===== src/rtl/rmts_pkg.sv =====
`timescale 1ns / 1ps
// ----------------------------------------------------------------------------
// rmts_pkg: shared types and constants of the rate-monotonic tick scheduler
// Holds the default sizes, the register index codes and the per-cell status.
// ----------------------------------------------------------------------------
package rmts_pkg;

   // Default sizing
   localparam int TaskSlotsDef = 8;
   localparam int TimeBitsDef  = 8;

   // Fixed field layout of the packed registers and the result masks
   localparam int MaxSlots   = 8;
   localparam int PackBits   = 8;
   localparam int TaskBits   = 4;
   localparam int TickBits   = 16;
   localparam int CsrIdxBits = 2;
   localparam int CsrDataBits = 64;
   localparam int ReqDataBits = 8;
   localparam int RspDataBits = 40;

   // Register index codes
   typedef enum logic [CsrIdxBits-1:0] {
      CSR_TASK_COUNT = 2'd0,
      CSR_EXEC_TIMES = 2'd1,
      CSR_PERIODS    = 2'd2
   } csr_index_type;

   // Status of one task cell for the current tick
   typedef struct packed {
      logic released;
      logic missed;
      logic runs;
   } cell_stat_type;

endpackage


===== src/rtl/rate_monotonic_tick_scheduler.sv =====
`timescale 1ns / 1ps
// ----------------------------------------------------------------------------
// rate_monotonic_tick_scheduler: rate-monotonic scheduler, one tick per item
// A chain of task cells, slot 0 first, releases jobs and passes the run
// grant down the chain; the result goes out through a two-entry buffer.
//
//   channel  direction  payload (low bit up)                        handshake
//   req      in         restart                                     tvalid/tready
//   rsp      out        running_task, released_mask, miss_mask,     tvalid/tready
//                       tick_index
//   csr      in         index, data (task_count/exec_times/periods) valid/ready
//
// One tick is taken per cycle; its result is registered, in the skid entry if
// the output is held. The run grant ripples combinationally down the cell
// chain. Reset clears task state, tick counter and registers. req_tready drops
// only while both output buffer entries are full; csr writes are always taken.
// ----------------------------------------------------------------------------
module rate_monotonic_tick_scheduler
   import rmts_pkg::*;
#(
   parameter int TASK_SLOTS = TaskSlotsDef,
   parameter int TIME_BITS  = TimeBitsDef
) (
   input  logic                   clock,
   input  logic                   reset,
   // Input items: restart
   input  logic                   req_tvalid,
   output logic                   req_tready,
   input  logic [ReqDataBits-1:0] req_tdata,   // [0] restart, [7:1] zero
   // Result items
   output logic                   rsp_tvalid,
   input  logic                   rsp_tready,
   output logic [RspDataBits-1:0] rsp_tdata,   // [3:0] running_task,
                                               // [11:4] released_mask,
                                               // [19:12] miss_mask,
                                               // [35:20] tick_index, [39:36] 0
   // Configuration writes
   input  logic                   csr_valid,
   output logic                   csr_ready,
   input  logic [CsrIdxBits-1:0]  csr_index,
   input  logic [CsrDataBits-1:0] csr_data
);

   logic [TaskBits-1:0]    task_count_ff;
   logic [CsrDataBits-1:0] exec_times_ff, periods_ff;
   logic [TickBits-1:0]    tick_ff, tick_cur;

   logic                   fire, restart;
   logic [TASK_SLOTS:0]    taken;
   cell_stat_type          stat [TASK_SLOTS];
   logic [TASK_SLOTS-1:0]  run_vec, rel_vec, miss_vec;
   logic [MaxSlots-1:0]    rel_mask, miss_mask;
   logic [TaskBits-1:0]    run_task;
   logic [RspDataBits-1:0] rsp_new;

   logic                   out_valid_ff, skid_valid_ff;
   logic [RspDataBits-1:0] out_data_ff, skid_data_ff;

   assign fire       = req_tvalid && req_tready;
   assign restart    = req_tdata[0];
   assign csr_ready  = 1'b1;
   assign req_tready = !skid_valid_ff;

   // Hold the configuration registers
   always_ff @(posedge clock) begin
      if (reset) begin
         task_count_ff <= '0;
         exec_times_ff <= '0;
         periods_ff    <= '0;
      end else if (csr_valid) begin
         case (csr_index_type'(csr_index))
            CSR_TASK_COUNT: task_count_ff <= csr_data[TaskBits-1:0];
            CSR_EXEC_TIMES: exec_times_ff <= csr_data;
            CSR_PERIODS:    periods_ff    <= csr_data;
            default:        ;
         endcase
      end
   end

   // Chain of task cells, slot 0 has the highest priority
   assign taken[0] = 1'b0;
   for (genvar i = 0; i < TASK_SLOTS; i++) begin : g_cell
      logic slot_active;
      assign slot_active = (TaskBits'(i) < task_count_ff);

      rmts_cell #(
         .TIME_BITS (TIME_BITS)
      ) u_cell (
         .clock     (clock),
         .reset     (reset),
         .step      (fire),
         .restart   (restart),
         .active    (slot_active),
         .exec_time (exec_times_ff[PackBits*i +: TIME_BITS]),
         .period    (periods_ff[PackBits*i +: TIME_BITS]),
         .taken_in  (taken[i]),
         .taken_out (taken[i+1]),
         .stat      (stat[i])
      );

      assign run_vec[i]  = stat[i].runs;
      assign rel_vec[i]  = stat[i].released;
      assign miss_vec[i] = stat[i].missed;
   end

   // Encode the runner and widen the masks
   always_comb begin
      run_task = '0;
      for (int i = 0; i < TASK_SLOTS; i++) begin
         if (run_vec[i]) begin
            run_task = TaskBits'(i + 1);
         end
      end
   end

   assign rel_mask  = MaxSlots'(rel_vec);
   assign miss_mask = MaxSlots'(miss_vec);
   assign tick_cur  = restart ? '0 : tick_ff;
   assign rsp_new   = {4'b0, tick_cur, miss_mask, rel_mask, run_task};

   // Advance the tick counter
   always_ff @(posedge clock) begin
      if (reset) begin
         tick_ff <= '0;
      end else if (fire) begin
         tick_ff <= tick_cur + TickBits'(1);
      end
   end

   // Output register with a skid entry
   always_ff @(posedge clock) begin
      if (reset) begin
         out_valid_ff  <= 1'b0;
         skid_valid_ff <= 1'b0;
      end else if (!out_valid_ff || rsp_tready) begin
         out_valid_ff  <= skid_valid_ff || fire;
         skid_valid_ff <= 1'b0;
      end else if (fire) begin
         skid_valid_ff <= 1'b1;
      end
   end

   always_ff @(posedge clock) begin
      if (!out_valid_ff || rsp_tready) begin
         out_data_ff <= skid_valid_ff ? skid_data_ff : rsp_new;
      end else if (fire) begin
         skid_data_ff <= rsp_new;
      end
   end

   assign rsp_tvalid = out_valid_ff;
   assign rsp_tdata  = out_data_ff;

   // At most one cell runs in a tick
   a_one_runner: assert property (@(posedge clock) disable iff (reset)
      $onehot0(run_vec))
      else $error("more than one task cell granted the run");

   // The grant leaving the chain marks that some cell ran
   a_grant_chain: assert property (@(posedge clock) disable iff (reset)
      taken[TASK_SLOTS] == (|run_vec))
      else $error("run grant at chain end disagrees with runner");

   // A miss only comes with a release
   a_miss_on_release: assert property (@(posedge clock) disable iff (reset)
      (miss_mask & ~rel_mask) == '0)
      else $error("miss flagged without release");

   // The skid entry fills only behind a held output
   a_skid_order: assert property (@(posedge clock) disable iff (reset)
      skid_valid_ff |-> out_valid_ff)
      else $error("skid entry valid with empty output register");

   // An accepted tick counts up unless restarted
   a_tick_step: assert property (@(posedge clock) disable iff (reset)
      fire && !restart |=> tick_ff == $past(tick_ff) + TickBits'(1))
      else $error("tick counter did not advance");

endmodule


===== src/rtl/rmts_cell.sv =====
`timescale 1ns / 1ps
// ----------------------------------------------------------------------------
// rmts_cell: one task slot of the scheduler chain
// Holds the slot's remaining work and release countdown, releases the job
// when the countdown expires and runs it when no higher-priority cell ran.
// ----------------------------------------------------------------------------
module rmts_cell
   import rmts_pkg::*;
#(
   parameter int TIME_BITS = TimeBitsDef
) (
   input  logic                 clock,
   input  logic                 reset,
   input  logic                 step,        // one tick is taken this cycle
   input  logic                 restart,     // clear job state before the tick
   input  logic                 active,      // slot below the task count
   input  logic [TIME_BITS-1:0] exec_time,
   input  logic [TIME_BITS-1:0] period,
   input  logic                 taken_in,    // a higher-priority cell runs
   output logic                 taken_out,   // this cell or one above runs
   output cell_stat_type        stat
);

   logic [TIME_BITS-1:0] work_ff, work_in;
   logic [TIME_BITS-1:0] cnt_ff, cnt_in;
   logic [TIME_BITS-1:0] work_cur, cnt_cur, work_rel, reload;
   logic                 rel, runs;

   // Apply restart, then release when the countdown has expired
   always_comb begin
      work_cur = restart ? '0 : work_ff;
      cnt_cur  = restart ? '0 : cnt_ff;
      rel      = active && (cnt_cur == '0);
      reload   = (period == '0) ? '0 : period - TIME_BITS'(1);
      work_rel = rel ? exec_time : work_cur;
      runs     = active && !taken_in && (work_rel != '0);

      if (!active) begin
         cnt_in = cnt_cur;
      end else if (rel) begin
         cnt_in = reload;
      end else begin
         cnt_in = cnt_cur - TIME_BITS'(1);
      end
      work_in = runs ? work_rel - TIME_BITS'(1) : work_rel;

      taken_out     = taken_in || runs;
      stat.released = rel;
      stat.missed   = rel && (work_cur != '0);
      stat.runs     = runs;
   end

   // Advance the slot state once per tick
   always_ff @(posedge clock) begin
      if (reset) begin
         work_ff <= '0;
         cnt_ff  <= '0;
      end else if (step) begin
         work_ff <= work_in;
         cnt_ff  <= cnt_in;
      end
   end

endmodule


===== config.mk =====
export PLATFORM = sky130hd
export DESIGN_NAME = rate_monotonic_tick_scheduler
export DESIGN_NICKNAME = d
export VERILOG_FILES = /design/src/rtl/rmts_pkg.sv /design/src/rtl/rate_monotonic_tick_scheduler.sv /design/src/rtl/rmts_cell.sv
export SDC_FILE = /design/constraint.sdc
export NUM_CORES = 1
export LEC_CHECK = 0
export BUFFER_PORTS_ARGS = -buffer_cell sky130_fd_sc_hd__buf_2
export CAP_MARGIN = 20
export CORE_AREA = 8 8 285 287
export CTS_BUF_LIST = sky130_fd_sc_hd__clkbuf_4
export CTS_CLUSTER_SIZE = 10
export DETAILED_ROUTE_END_ITERATION = 10
export DIE_AREA = 0 0 293 295
export HOLD_SLACK_MARGIN = 0.03
export PLACE_DENSITY_LB_ADDON = 0.3
export SKIP_CTS_REPAIR_TIMING = 1
export SYNTH_ARGS = -nofsm -noshare
export SYNTH_HDL_FRONTEND = slang
export SYNTH_SLANG_ARGS = --single-unit

===== constraint.sdc =====
create_clock -name clock -period 13.7 [get_ports clock]
set_input_delay 2.055 -clock clock [delete_from_list [all_inputs] [get_ports clock]]
set_output_delay 2.055 -clock clock [all_outputs]
set_load 0.02 [all_outputs]

# == Word-level counts from Yosys, hierarchy flattened ==
# Index checks and enable logic that the tools add are counted.
# word_totals
latch_bits,0
output_inout_bits,43
mem_bits_ro,0
memories,0
inputBits,79
mem_bits_rw,0
regBits,350
# classes
mul,0
magnitude_cmp,8
n_bitwise,1
reduce_logical,87
eq_ne,2
div,0
shifts,0
mux,66
addsub,25
# op_table
operator,count
two-way mux 8 bit,56
"subtractor 8 x 1 -> 8 bit, second input constant",24
logical NOT 8 bit,16
nonzero test 8 bit,16
two-way mux 36 bit,1
logical AND 1 bit,32
two-way mux 4 bit,7
"adder 16 x 1 -> 16 bit, second input constant",1
"< comparator 3 x 4 -> 1 bit, first input constant",4
two-way mux 16 bit,1
logical NOT 1 bit,9
logical OR 1 bit,8
"< comparator 1 x 4 -> 1 bit, first input constant",2
"< comparator 2 x 4 -> 1 bit, first input constant",2
AND reduction 2 bit,4
"equality test 2 x 1 -> 1 bit, second input constant",1
"equality test 2 bit, second input constant",1
logical NOT 2 bit,1
OR reduction 2 bit,1
two-way mux 1 bit,1
NOT 1 bit,1

# == Longest topological paths before layout ==
# depth
ltp_word,35
depth_mapped,25
mapped_depth_nobuf,16

# == By module ==
# From an unflattened synthesis, not the netlist that was laid out.
# hier_totals
cells_unflattened,2455
area_unflattened_um2,20079.3
# modules_own_cells
module,area_each_um2,instances,cells_each
rmts_cell (g_cell[0].u_cell ...),1466.4,7,202
rate_monotonic_tick_scheduler,8299.2,1,844
rmts_cell (g_cell[7].u_cell),1515.2,1,197

# == Least setup slack after synthesis ==
# OpenSTA, ideal clock, no wires.
# synth_timing
path_type,input port to flip-flop
startpoint,in req_tdata[0]
endpoint,reg g_cell[7].u_cell.work_ff[5]
arrival_ns,7.326
n_path_buf,9
slack_ns,6.257
stages,24
path_cell_list,clkbuf_1 > clkbuf_1 > clkbuf_1 > clkbuf_1 > clkbuf_1 > buf_1 > nor2b_1 > inv_1 > ha_1 > and2_1 > clkbuf_1 > nand2_1 > clkbuf_1 > and3_1 > a21oi_1 > ha_1 > and4b_1 > nand3_1 > a221oi_1 > nand3_1 > or4_1 > buf_2 > or4_1 > a32o_1
# synth_between
elab_chain_cells,34
word_cells_on_any_way,78
cone_classes,1 x add/sub; 25 x mux; 52 x reduce/logical
# synth_rtl
element,line,rtl
"start, declared",rate_monotonic_tick_scheduler.sv:29,"input logic [ReqDataBits-1:0] req_tdata,"
two-way mux 8 bit,rmts_cell.sv:32,cnt_cur = restart ? '0 : cnt_ff;
logical NOT 8 bit,rmts_cell.sv:33,rel = active && (cnt_cur == '0);
logical AND 1 bit,rmts_cell.sv:33,
two-way mux 8 bit,rmts_cell.sv:35,work_rel = rel ? exec_time : work_cur;
nonzero test 8 bit,rmts_cell.sv:36,runs = active && !taken_in && (work_rel != '0);
logical AND 1 bit,rmts_cell.sv:36,
logical NOT 1 bit,rmts_cell.sv:36,
logical AND 1 bit (2 in a row),rmts_cell.sv:36,
(+14 left out),-,
logical AND 1 bit (2 in a row),rmts_cell.sv:36,
logical OR 1 bit,rmts_cell.sv:47,taken_out = taken_in || runs;
logical NOT 1 bit,rmts_cell.sv:36,
logical AND 1 bit (2 in a row),rmts_cell.sv:36,
logical OR 1 bit,rmts_cell.sv:47,
logical NOT 1 bit,rmts_cell.sv:36,
logical AND 1 bit (2 in a row),rmts_cell.sv:36,
two-way mux 8 bit *,rmts_cell.sv:45,work_in = runs ? work_rel - TIME_BITS'(1) : work_rel;
"end signal, assigned",rmts_cell.sv:59,work_ff <= work_in;
"end, declared",rmts_cell.sv:24,"logic [TIME_BITS-1:0] work_ff, work_in;"
# Mark *: on every way between the ends. The rest lies on a longest branch, timed or not.
# A chain may end at the register's enable or synchronous reset.

# == Worst setup path in the final report ==
# Ends and elaborated chain as after synthesis.

==> summary.md <==
| Metric | Value |
|---|---|
| Status | `finished, final reports clean` |
| Crit path cell chain | `buf_4 > clkinv_2 > buf_4 > buf_4 > nand2_1 > ha_1 > nand2_1 > nor2_1 > nand2_1 > inv_1 > a21oi_1 > ha_1 > a21oi_1 > nand2b_1 > or4_1 > or4_1 > a32o_1` |
| Via/cell ratio | `4.91` |
| Worst VDD drop | `0.0397 mV` |
| Nets | `2592` |
| Total gr overflow | `0` |
| Fmax achieved | `0.142 GHz` |
| Worst slew pin tran | `981 ps` |
| Drt wl/cell | `17.1 microns` |
| Proportion of synthesized flip-flops having asynchronous set or reset | `0%` |
| Inst Count DP | `3420` |
| H-tree levels | `3` |
| Yosys cell types | `89` |
| Hold path depth | `2` |
| Post-Route WL | `61800 microns` |
| Placed standard-cell area | `20600 sq um` |
| GP Congestion | `0.848` |
| First-pass GRT wire length | `96400 microns` |
| Post-synth top area cell | `dfxtp_1` |
| Worst-path clk slew | `70 ps` |
| Post-route ant nets | `0` |
| Dominant cells by area after synthesis | `dfxtp_1 29%, edfxtp_1 11%, nand2_1 9.5%` |
| Max Slew Vio Count | `0` |
| Synthesized area | `19000 sq um` |
| CP Launch Type | `input pin` |
| Final min period | `7030 ps` |
| DP HPWL | `40900 microns` |
| Kind of cell adding the most delay to the critical path | `simple AND/OR/NAND/NOR gates` |
| Worst setup EP type | `flop` |
| Vias in the first global route | `16899` |
| Clock Power Share | `40.9%` |
| Synth top area share | `29.2%` |
| FF-to-FF Start | `g_cell[6].u_cell.cnt_ff[2]` |
| Pwr dens | `111 nW/um^2` |
| Die outline height | `295 microns` |
| EDFF count, synth | `72` |
| Seq/Total Area, Yosys | `40.6%` |
| CP Max Fanout | `50` |
| Hold WC Path Type | `flop to flop` |
| Synthesis-stage register bit count | `350` |
| Die W | `293 microns` |
| Switching part of the total | `29.1%` |
| Antenna violations before repair | `19` |
| Initial Util | `24.8%` |
| Hold endpoint | `exec_times_ff[8]` |
| Drt first pass iters | `5` |
| Layout cell share with drive strength beyond 1 | `15.0%` |
| Final core area utilization | `28.5%` |
| Comb pwr share | `13.2%` |
| Hold Crit Start | `exec_times_ff[8]` |
| CTS max path bufs | `3` |
| Critical path required time | `14410 ps` |
| Root Buffer | `clkbuf_4` |
| Arrival time worst endpoint | `7750 ps` |
| Most used DFF post-synth | `dfxtp_1` |
| RSZ-0062 raised after global routing | `false` |
| Critical R2R Capture | `g_cell[7].u_cell.work_ff[5]` |
| Max-Slew Margin vs Limit | `33.6%` |
| Kind of critical path | `input pin to flop` |
| Die area | `86400 sq um` |
| Worst reg-to-reg setup slack | `8260 ps` |
| Clock sink count | `350` |
| Yosys warns | `0` |
| Setup violators final | `0` |
| Number of port buffers | `109` |
| Fin area | `21900 sq um` |
| Clk_lat worst skew | `840 ps` |
| Overall Power | `2.43 mW` |
| Crit share post-route | `51.3%` |
| Max incr delay on CP | `710 ps` |
| WP buf/inv | `5` |
| Area delta synth->final | `15.0%` |
| P_leak | `8.29 nW` |
| Overall Global Routing Usage | `13.9%` |
| Power Internal | `1.72 mW` |
| First-iteration detailed-routing DRC count | `1299` |
| Cells on worst reg2reg path | `13` |
| Post-Layout Cell Count | `3612` |
| # IOs | `122` |
| Sequential share of power | `45.9%` |
| Hold Vio Cnt, Final | `0` |
| NetSw | `705 uW` |
| Slowest CP cell | `or4_1` |
| Num CTS Buffers | `98` |
| Average size of a mapped cell | `7.97 sq um` |
| CTS tree | `yes` |
| Syn Inst Count | `2388` |
| # DRC | `0` |
| Largest net degree at the start of global routing | `155` |
| Total number of vias | `17728` |
| Core Area | `76700 sq um` |
| Num rows | `102` |
| Setup_tns | `0 ps` |
| # Max-Cap Violations | `0` |
| Max Clock Skew | `45.2 ps` |
flip-flops by register name, summed over array words and instances, names as in the netlist:
register and flops:
exec_times_ff 64, g_cell.u_cell.cnt_ff 64, g_cell.u_cell.work_ff 64, periods_ff 64, rsp_tdata 36, skid_data_ff 36, tick_ff 16, task_count_ff 4
rsp_tvalid 1, skid_valid_ff 1
cell usage after synthesis, types with 18 or more instances:
cell type  number
nand2_1       484
dfxtp_1       278
a21oi_1       261
nor2_1        155
o21ai_0       154
clkbuf_1      118
edfxtp_1       72
nor3_1         66
xnor2_1        62
inv_1          58
nand3_1        46
and3_1         40
ha_1           33
nor4_1         29
nor2b_1        28
xor2_1         27
a22oi_1        26
and2_1         26
a31oi_1        24
mux2_2         24
mux2i_1        23
or4_1          23
buf_1          21
or3_1          19
o31ai_1        18
cells in the final DEF, fill, tap and decap left out, types with 10 or more instances in the layout:
cell	netlist	routed
mux2_2	24	24
nand2_1	484	483
nor2b_1	28	27
dfxtp_1	278	278
a32o_1	12	12
o22ai_1	16	16
or4_1	23	23
and3_1	40	40
buf_4	5	29
xnor2_1	62	62
a31oi_1	24	24
nor4_1	29	29
nor3b_1	10	10
ha_1	33	33
o211ai_1	16	16
nand4_1	14	14
a211oi_1	15	15
a22oi_1	26	26
and2_1	26	26
nor3_1	66	66
clkbuf_4	0	160
nor2_1	155	152
inv_1	58	57
o31ai_1	18	18
edfxtp_1	72	72
a21oi_1	261	261
nand3_1	46	46
or3_1	19	19
o21ai_0	154	154
xor2_1	27	27
mux2i_1	23	23
clkinv_1	1	16
buf_2	3	107
a21o_1	11	11
area by class of cell:
cell class | instances | area (sq um)
well taps | 1040 | 1300
clock inverters | 25 | 103
diodes | 7 | 17.5
inverters | 63 | 238
multi-input cells | 1828 | 10500
fillers | 8376 | 54800
flip-flops and latches | 350 | 7730
repair buffers | 139 | 796
clock buffers | 160 | 1200
through the flow:
stage	setup slack [ps]	hold slack (ps)
floorplan	6260	432
global placement	5900	451
detailed placement	5860	454
CTS	6790	464
global route	6440	483
finish	6670	461
per-layer routing:
layer	GRT usage (%)	share of wire [%]
met1	17.9	46
met2	22.4	45
met3	3.55	5.9
met4	4.74	2.5
met5	0	0.25
power groups by stage:
| stage | combinational, mW | sequential [mW] | clock, mW |
|---|---|---|---|
| 2_1_floorplan | 0.218 | 1.14 | 0 |
| 5_1_grt | 0.357 | 1.12 | 1.10 |
| 4_1_cts | 0.323 | 1.11 | 1.04 |
| 3_3_place_gp | 0.321 | 1.14 | 0 |
| 6_report | 0.321 | 1.11 | 0.992 |
| 3_5_place_dp | 0.322 | 1.14 | 0 |
worst reg2reg max path, stage by stage (launching register included):
cell and delay, ps:
dfxtp_1 360, or4_1 590, o31ai_1 630, nand2_1 470, and3_1 330, a21oi_1 260
ha_1 230, and4b_1 180, nand3_1 100, a221oi_1 400, nand3_1 280, or4_1 690
or4_1 590, a32o_1 250
logic make-up (layout without fill, tap and decap cells):
logic type	after synthesis	after routing	share of synthesized area, %
AO/OA/AOI/OAI	655	655	21.5
XOR/XNOR	89	89	4.10
adder cells (fa/ha/maj)	33	33	2.17
buffers and inverters	213	387	4.44
flip-flops	350	350	40.6
multiplexers	47	47	2.63
other	2	12	0.0395
AND/OR/NAND/NOR	999	999	24.5
worst max-delay path by stage:
stage / start / end / slack, ps / depth (start not counted)
2_1_floorplan: req_tdata[0] / g_cell[7].u_cell.work_ff[5] / 6260 / 24
3_3_place_gp: req_tdata[0] / g_cell[7].u_cell.work_ff[5] / 5900 / 17
3_5_place_dp: req_tdata[0] / g_cell[7].u_cell.work_ff[5] / 5860 / 17
4_1_cts: req_tdata[0] / g_cell[7].u_cell.work_ff[5] / 6790 / 17
5_1_grt: req_tdata[0] / g_cell[5].u_cell.work_ff[7] / 6440 / 15
6_report: req_tdata[0] / g_cell[7].u_cell.work_ff[5] / 6670 / 17
(Power assumes the default switching activity.)
